### config.mk
export PLATFORM = sky130hd
export DESIGN_NAME = sync_header_frame_parser_top
export DESIGN_NICKNAME = d
export VERILOG_FILES = /design/src/sv/shfp_pkg.sv /design/src/sv/shfp_parser.sv /design/src/sv/shfp_out_stage.sv /design/src/sv/sync_header_frame_parser_top.sv
export SDC_FILE = /design/constraint.sdc
export NUM_CORES = 1
export LEC_CHECK = 0
export ABC_AREA = 1
export BUFFER_PORTS_ARGS = -buffer_cell sky130_fd_sc_hd__buf_2
export CAP_MARGIN = 20
export CORE_ASPECT_RATIO = 1.25
export CORE_MARGIN = 3
export CORE_UTILIZATION = 50
export DETAILED_ROUTE_END_ITERATION = 6
export HOLD_SLACK_MARGIN = 0.03
export PLACE_DENSITY = 0.74
export RECOVER_POWER = 50
export SYNTH_ARGS = -nofsm -noshare
export SYNTH_HDL_FRONTEND = slang
export SYNTH_SLANG_ARGS = --single-unit
### constraint.sdc
create_clock -name clk -period 3.9 [get_ports clk]
set_input_delay 0.39 -clock clk [delete_from_list [all_inputs] [get_ports clk]]
set_output_delay 0.39 -clock clk [all_outputs]
set_load 0.005 [all_outputs]
### src/sv/shfp_pkg.sv
`timescale 1ns / 1ps
// ----------------------------------------------------------------------------
// shfp_pkg
// Shared types and constants of the sync header frame parser.
// ----------------------------------------------------------------------------
package shfp_pkg;

  localparam int unsigned ByteW   = 8;
  localparam int unsigned StatusW = 2;
  localparam int unsigned CfgIdxW = 1;

  localparam logic [ByteW-1:0] SyncFirstRst  = 8'hAA;
  localparam logic [ByteW-1:0] SyncSecondRst = 8'hBB;

  // Configuration register indexes.
  localparam logic [CfgIdxW-1:0] CfgSyncFirst  = 1'b0;
  localparam logic [CfgIdxW-1:0] CfgSyncSecond = 1'b1;

  // Result status codes.
  localparam logic [StatusW-1:0] StNew = 2'd0;
  localparam logic [StatusW-1:0] StDup = 2'd1;
  localparam logic [StatusW-1:0] StErr = 2'd2;

  typedef struct packed {
    logic [StatusW-1:0] status;
    logic [ByteW-1:0]   serial;
    logic [ByteW-1:0]   kind;
    logic [ByteW-1:0]   payload_low;
    logic [ByteW-1:0]   payload_high;
  } result_t;

endpackage

### src/sv/shfp_parser.sv
`timescale 1ns / 1ps
// ----------------------------------------------------------------------------
// shfp_parser
// Frame FSM, running check, duplicate tracking; one byte per accepted cycle.
// ----------------------------------------------------------------------------
module shfp_parser (
  input  logic                          clk,
  input  logic                          rst,
  input  logic                          cfg_we,
  input  logic [shfp_pkg::CfgIdxW-1:0]  cfg_index,
  input  logic [shfp_pkg::ByteW-1:0]    cfg_data,
  input  logic                          accept,
  input  logic [shfp_pkg::ByteW-1:0]    rx_byte,
  output logic                          emit,
  output shfp_pkg::result_t             result
);
  import shfp_pkg::*;

  typedef enum logic [2:0] {
    PhSync1  = 3'd0,
    PhSync2  = 3'd1,
    PhSerial = 3'd2,
    PhKind   = 3'd3,
    PhDataLo = 3'd4,
    PhDataHi = 3'd5,
    PhCheck  = 3'd6
  } phase_t;

  phase_t           phase, phase_next;
  logic [ByteW-1:0] sync_first, sync_second;
  logic [ByteW-1:0] running_xor, running_xor_next;
  logic [ByteW-1:0] held_serial, held_kind, held_low, held_high;
  logic [ByteW-1:0] last_serial;
  logic             last_valid;
  logic             is_first;

  assign is_first = (rx_byte == sync_first);

  always_comb begin
    phase_next       = phase;
    running_xor_next = running_xor ^ rx_byte;
    emit             = 1'b0;
    result.status    = StNew;
    result.serial    = held_serial;
    result.kind      = held_kind;
    result.payload_low  = held_low;
    result.payload_high = held_high;
    unique case (phase)
      PhSync2: begin
        if (rx_byte == sync_second) begin
          phase_next = PhSerial;
        end else begin
          phase_next       = is_first ? PhSync2 : PhSync1;
          running_xor_next = rx_byte;
        end
      end
      PhSerial: phase_next = PhKind;
      PhKind:   phase_next = PhDataLo;
      PhDataLo: phase_next = PhDataHi;
      PhDataHi: phase_next = PhCheck;
      PhCheck: begin
        emit = 1'b1;
        if (running_xor == rx_byte) begin
          phase_next    = PhSync1;
          result.status = (last_valid && held_serial == last_serial) ? StDup : StNew;
        end else begin
          phase_next       = is_first ? PhSync2 : PhSync1;
          running_xor_next = rx_byte;
          result.status    = StErr;
        end
      end
      default: begin
        // Hunting for the first sync byte; the unused code behaves the same.
        phase_next       = is_first ? PhSync2 : PhSync1;
        running_xor_next = rx_byte;
      end
    endcase
  end

  always_ff @(posedge clk) begin
    if (rst) begin
      phase       <= PhSync1;
      running_xor <= '0;
      held_serial <= '0;
      held_kind   <= '0;
      held_low    <= '0;
      held_high   <= '0;
      last_serial <= '0;
      last_valid  <= 1'b0;
      sync_first  <= SyncFirstRst;
      sync_second <= SyncSecondRst;
    end else begin
      if (cfg_we) begin
        unique case (cfg_index)
          CfgSyncFirst:  sync_first  <= cfg_data;
          CfgSyncSecond: sync_second <= cfg_data;
          default: ;
        endcase
      end
      if (accept) begin
        phase       <= phase_next;
        running_xor <= (phase_next == PhSync1) ? running_xor : running_xor_next;
        if (phase == PhSerial) held_serial <= rx_byte;
        if (phase == PhKind)   held_kind   <= rx_byte;
        if (phase == PhDataLo) held_low    <= rx_byte;
        if (phase == PhDataHi) held_high   <= rx_byte;
        if (emit && result.status == StNew) begin
          last_serial <= held_serial;
          last_valid  <= 1'b1;
        end
      end
    end
  end

  // The running check does not matter while hunting; only its value after a
  // first sync byte is used, and that is loaded directly from the byte.

  a_emit_only_on_check: assert property (@(posedge clk) disable iff (rst)
    emit |-> phase == PhCheck)
    else $error("result raised outside the check phase");

  a_check_leaves_frame: assert property (@(posedge clk) disable iff (rst)
    (accept && phase == PhCheck) |=> (phase == PhSync1 || phase == PhSync2))
    else $error("parser stayed inside a frame after its check byte");

  a_last_valid_sticky: assert property (@(posedge clk) disable iff (rst)
    last_valid |=> last_valid)
    else $error("last serial marker dropped without reset");

  a_new_records_serial: assert property (@(posedge clk) disable iff (rst)
    (accept && emit && result.status == StNew) |=>
      (last_valid && last_serial == $past(held_serial)))
    else $error("new frame did not record its serial");

endmodule

### src/sv/shfp_out_stage.sv
`timescale 1ns / 1ps
// ----------------------------------------------------------------------------
// shfp_out_stage
// Result register with valid/ready handshake towards the receiver.
// ----------------------------------------------------------------------------
module shfp_out_stage (
  input  logic              clk,
  input  logic              rst,
  input  logic              load,
  input  shfp_pkg::result_t load_data,
  output logic              can_take,
  output logic              out_valid,
  input  logic              out_ready,
  output shfp_pkg::result_t out_data
);
  import shfp_pkg::*;

  // A new word may be loaded whenever the held one leaves in this cycle.
  assign can_take = !out_valid || out_ready;

  always_ff @(posedge clk) begin
    if (rst) begin
      out_valid <= 1'b0;
    end else if (load) begin
      out_valid <= 1'b1;
    end else if (out_ready) begin
      out_valid <= 1'b0;
    end
  end

  always_ff @(posedge clk) begin
    if (load) begin
      out_data <= load_data;
    end
  end

  a_no_overwrite: assert property (@(posedge clk) disable iff (rst)
    load |-> can_take)
    else $error("held result overwritten while stalled");

  a_status_legal: assert property (@(posedge clk) disable iff (rst)
    out_valid |-> (out_data.status == StNew || out_data.status == StDup ||
                   out_data.status == StErr))
    else $error("illegal status code in result register");

  a_hold_on_stall: assert property (@(posedge clk) disable iff (rst)
    (out_valid && !out_ready) |=> (out_valid && $stable(out_data)))
    else $error("stalled result changed");

endmodule

### src/sv/sync_header_frame_parser_top.sv
`timescale 1ns / 1ps
// ----------------------------------------------------------------------------
// sync_header_frame_parser_top
// Byte-stream parser for seven-byte frames with two sync bytes and XOR check.
// ----------------------------------------------------------------------------
// Usage:
// The input channel (in_valid, in_ready, rx_byte) carries one received byte
// per word. Frames are two sync bytes, serial, type, two data bytes and a
// check byte equal to the XOR of the six bytes before it. Each check byte
// produces one word on the output channel (out_valid, out_ready and the
// frame fields): status new, duplicate serial, or check mismatch. All other
// bytes produce nothing.
// A result is presented on the cycle after its check byte is accepted.
// Throughput is one byte per cycle while in_ready stays high; the parser
// state machine advances on every accepted byte.
// The sync byte values are set through cfg_we, cfg_index and cfg_data. The
// user must write them only while the block is idle; it is not enforced.
// Reset (rst, synchronous) returns the parser to hunting, restores the sync
// values 0xAA and 0xBB, forgets the last accepted serial and empties the
// output register.
// When the receiver stalls, the result register holds its word; bytes are
// still accepted until a further result would need that register, at which
// point in_ready drops until the word has been taken.
// ----------------------------------------------------------------------------
module sync_header_frame_parser_top (
  input  logic                           clk,
  input  logic                           rst,
  input  logic                           cfg_we,
  input  logic [shfp_pkg::CfgIdxW-1:0]   cfg_index,
  input  logic [shfp_pkg::ByteW-1:0]     cfg_data,
  input  logic                           in_valid,
  output logic                           in_ready,
  input  logic [shfp_pkg::ByteW-1:0]     rx_byte,
  output logic                           out_valid,
  input  logic                           out_ready,
  output logic [shfp_pkg::StatusW-1:0]   frame_status,
  output logic [shfp_pkg::ByteW-1:0]     frame_serial,
  output logic [shfp_pkg::ByteW-1:0]     frame_kind,
  output logic [shfp_pkg::ByteW-1:0]     payload_low,
  output logic [shfp_pkg::ByteW-1:0]     payload_high
);
  import shfp_pkg::*;

  logic    accept;
  logic    emit;
  logic    can_take;
  result_t result;
  result_t out_data;

  // Only a check byte produces a result, so only a check byte has to wait
  // for room in the output register. Every other byte is taken at once.
  assign in_ready = !emit || can_take;
  assign accept   = in_valid && in_ready;

  shfp_parser u_parser (
    .clk       (clk),
    .rst       (rst),
    .cfg_we    (cfg_we),
    .cfg_index (cfg_index),
    .cfg_data  (cfg_data),
    .accept    (accept),
    .rx_byte   (rx_byte),
    .emit      (emit),
    .result    (result)
  );

  shfp_out_stage u_out (
    .clk       (clk),
    .rst       (rst),
    .load      (accept && emit),
    .load_data (result),
    .can_take  (can_take),
    .out_valid (out_valid),
    .out_ready (out_ready),
    .out_data  (out_data)
  );

  assign frame_status = out_data.status;
  assign frame_serial = out_data.serial;
  assign frame_kind   = out_data.kind;
  assign payload_low  = out_data.payload_low;
  assign payload_high = out_data.payload_high;

endmodule

==> metrics.yaml <==
global_routing:
  antenna_found_initial: 0
  grt_usage: 0.213
  grt_pass1_wl_um: 15900
  grt_pass1_vias: 3381
  grt_max_degree: 29
  grt_overflow: 0
floorplan:
  ios: 58
  start_util: 0.518
  die_area_um2: 9730
  rows: 37
  die_x_um: 88.8
  die_y_um: 110
  core-area_um2: 8290
worst_setup_path:
  crit_path_end_kind: "register"
  path_class: "primary input to register"
  arrival_ns: 2.74
  r2r_cells: 7
  critPathMaxFanout: 28
  cp.required_ns: 4.16
  start_kind: "primary input"
final_layout:
  final_cell_mix: "nand2_1, nor2_1, dfxtp_1"
  final_cells: 659
  antenna-diode-count: 0
  final_nets: 579
  area_growth_pct: 11.7
  drive_gt1_frac: 0.135
  fin_area_um2: 4790
  fin_util: 0.578
  multi_input_area_um2: 1600
  nFillCells: 775
  seq_area_um2: 2400
  layout_commonest_cell: "nand2_1"
logic_synthesis:
  yosys.area.top_type_share: 0.322
  ys_seq_area_frac: 0.560
  ys_types: 32
  yosysWarnings: 0
  syn_area_per_cell_um2: 8.54
  synth_area_leader_cell: "dfxtp_1"
  synth_cells: 502
  synth_area_leaders: "dfxtp_1, edfxtp_1, nand2_1"
  synth_seq_cells: 103
  netlist_area_um2: 4290
  syn_nets: 524
worst_hold_path:
  worst_hold_path.num_cells: 3
  hp-class: "primary input to register"
place:
  dpl.cell_count: 643
  hpwl_um: 7060
  gp_congestion: 0.895
  placed_area_um2: 4630
  portBuffers: 57
outcome:
  status: "completed"
sta:
  skew_ns: 0.00887
  max_freq_ghz: 0.402
  hold_viol_final: 0
  fin_tns_setup_ns: 0
  setup_viol: 0
  slew_violations: 0
  worst-slew-pin-transition_ns: 1.30
  period_share: 0.638
  relSlewSlack: 0.137
  min_period_ns: 2.49
  grt_setup_unrepaired: "no"
clock_network:
  insertion_delay_ns: 0.37
  clkTransAtPathRegs_ns: 0.09
  htreeDepth: 3
  clockBufferDepth: 2
  cts_buffers: 9
  cts_tree: "built"
  cts-resized-gates: 0
  ctsHoldBuffers: 0
  postCtsSetupBuffers: 0
  cts_sinks: 103
  cts-root-buf: "clkbuf_8"
flow_run:
  maxCapViolCount: 0
power_and_ir_drop:
  ir_drop_mv: 0.172
  leakage_nw: 2.06
  powerDensity_nw_per_um2: 439
  finalPower_mw: 2.10
drt:
  wire_per_inst_um: 14.6
  dr.first_iter.drc_count: 286
  first_pass_iters: 5
  drc: 0
  wirelength_um: 9640
  vias_per_cell: 5.24
  vias: 3456
  ant_nets: 0
==> final cells by class <==
cell class / count / share of cell area
clock buffer: 9 / 0.0259
tap: 97 / 0.0253
clock inverter: 7 / 0.0198
multi-input combinational: 336 / 0.334
timing repair buffer: 59 / 0.0556
inverter: 48 / 0.0376
sequential: 103 / 0.501
==> sequential cells by signal (all words and copies together) (netlist names) <==
signal and count:
u_parser.phase 3, u_parser.running_xor 8, u_out.out_data 34, u_parser.held_low 8
u_parser.last_valid 1, u_parser.sync_second 8, u_parser.held_high 8, u_parser.last_serial 8
u_parser.sync_first 8, u_parser.held_kind 8, u_parser.held_serial 8, u_out.out_valid 1
==> per-layer routing <==
| layer | track usage | up-vias | share of wire |
|---|---|---|---|
| met2 | 0.372 | 85 | 0.52 |
| met4 | 0.109 | 0 | 0.028 |
| met5 | 0 | - | 0 |
| met3 | 0.0337 | 17 | 0.039 |
| li1 | - | 1759 | - |
| met1 | 0.249 | 1595 | 0.41 |
==> final timing paths <==
kind / from / endpoint / slack (ns)
worst max register to register: u_parser.phase[0] / u_out.out_data[22] / 1.71
worst min register to register: u_parser.held_high[7] / u_out.out_data[7] / 0.44
worst min-delay path: cfg_data[3] / u_parser.sync_second[3] / 0.24
worst max-delay path: rst / u_parser.sync_first[6] / 1.41
==> where the power goes <==
part           total [mW]  switching (mW)  internal (mW)
sequential           1.16          0.0209           1.14
clock               0.727           0.365          0.363
combinational       0.218           0.145         0.0731
==> cells by family (layout without fill, tap and decap cells) <==
family,count (synthesis),count (layout),share of synthesized area
simple gates,234,234,0.246
flops,103,103,0.560
compound gates,92,92,0.113
buf+inv,63,123,0.0613
xor+xnor,10,10,0.0204
==> cells in the mapped netlist <==
cell / n
nand2_2: 5
nand3_1: 27
dfxtp_1: 69
xor2_1: 4
nor2_4: 4
nand2_1: 106
nor3_1: 2
nand3_4: 1
inv_1: 36
o21ai_1: 3
o211ai_1: 6
or2_2: 1
nand4_2: 1
nand4_1: 5
nand3_2: 2
nand2_4: 3
nor2_1: 70
clkbuf_1: 8
clkinv_1: 1
o21ai_0: 29
a21oi_1: 51
xnor2_1: 6
inv_2: 11
nand3b_1: 5
buf_6: 3
o22ai_1: 1
buf_2: 3
buf_1: 1
edfxtp_1: 34
o31ai_1: 1
nor2_2: 2
a22o_1: 1
==> per-stage QoR <==
stage	hold WS [ns]	worst slack, ns
floorplan	0.409	1.25
global placement	0.417	1.85
finish	0.236	1.41
CTS	0.231	1.76
detailed placement	0.418	1.78
global route	0.268	1.07
==> critical path, stage by stage <==
cell and delay [ns]:
clkbuf_1 0.92, inv_1 0.53, clkbuf_1 0.59, o21ai_0 0.23
a21oi_1 0.06
(Power assumes the default switching activity.)
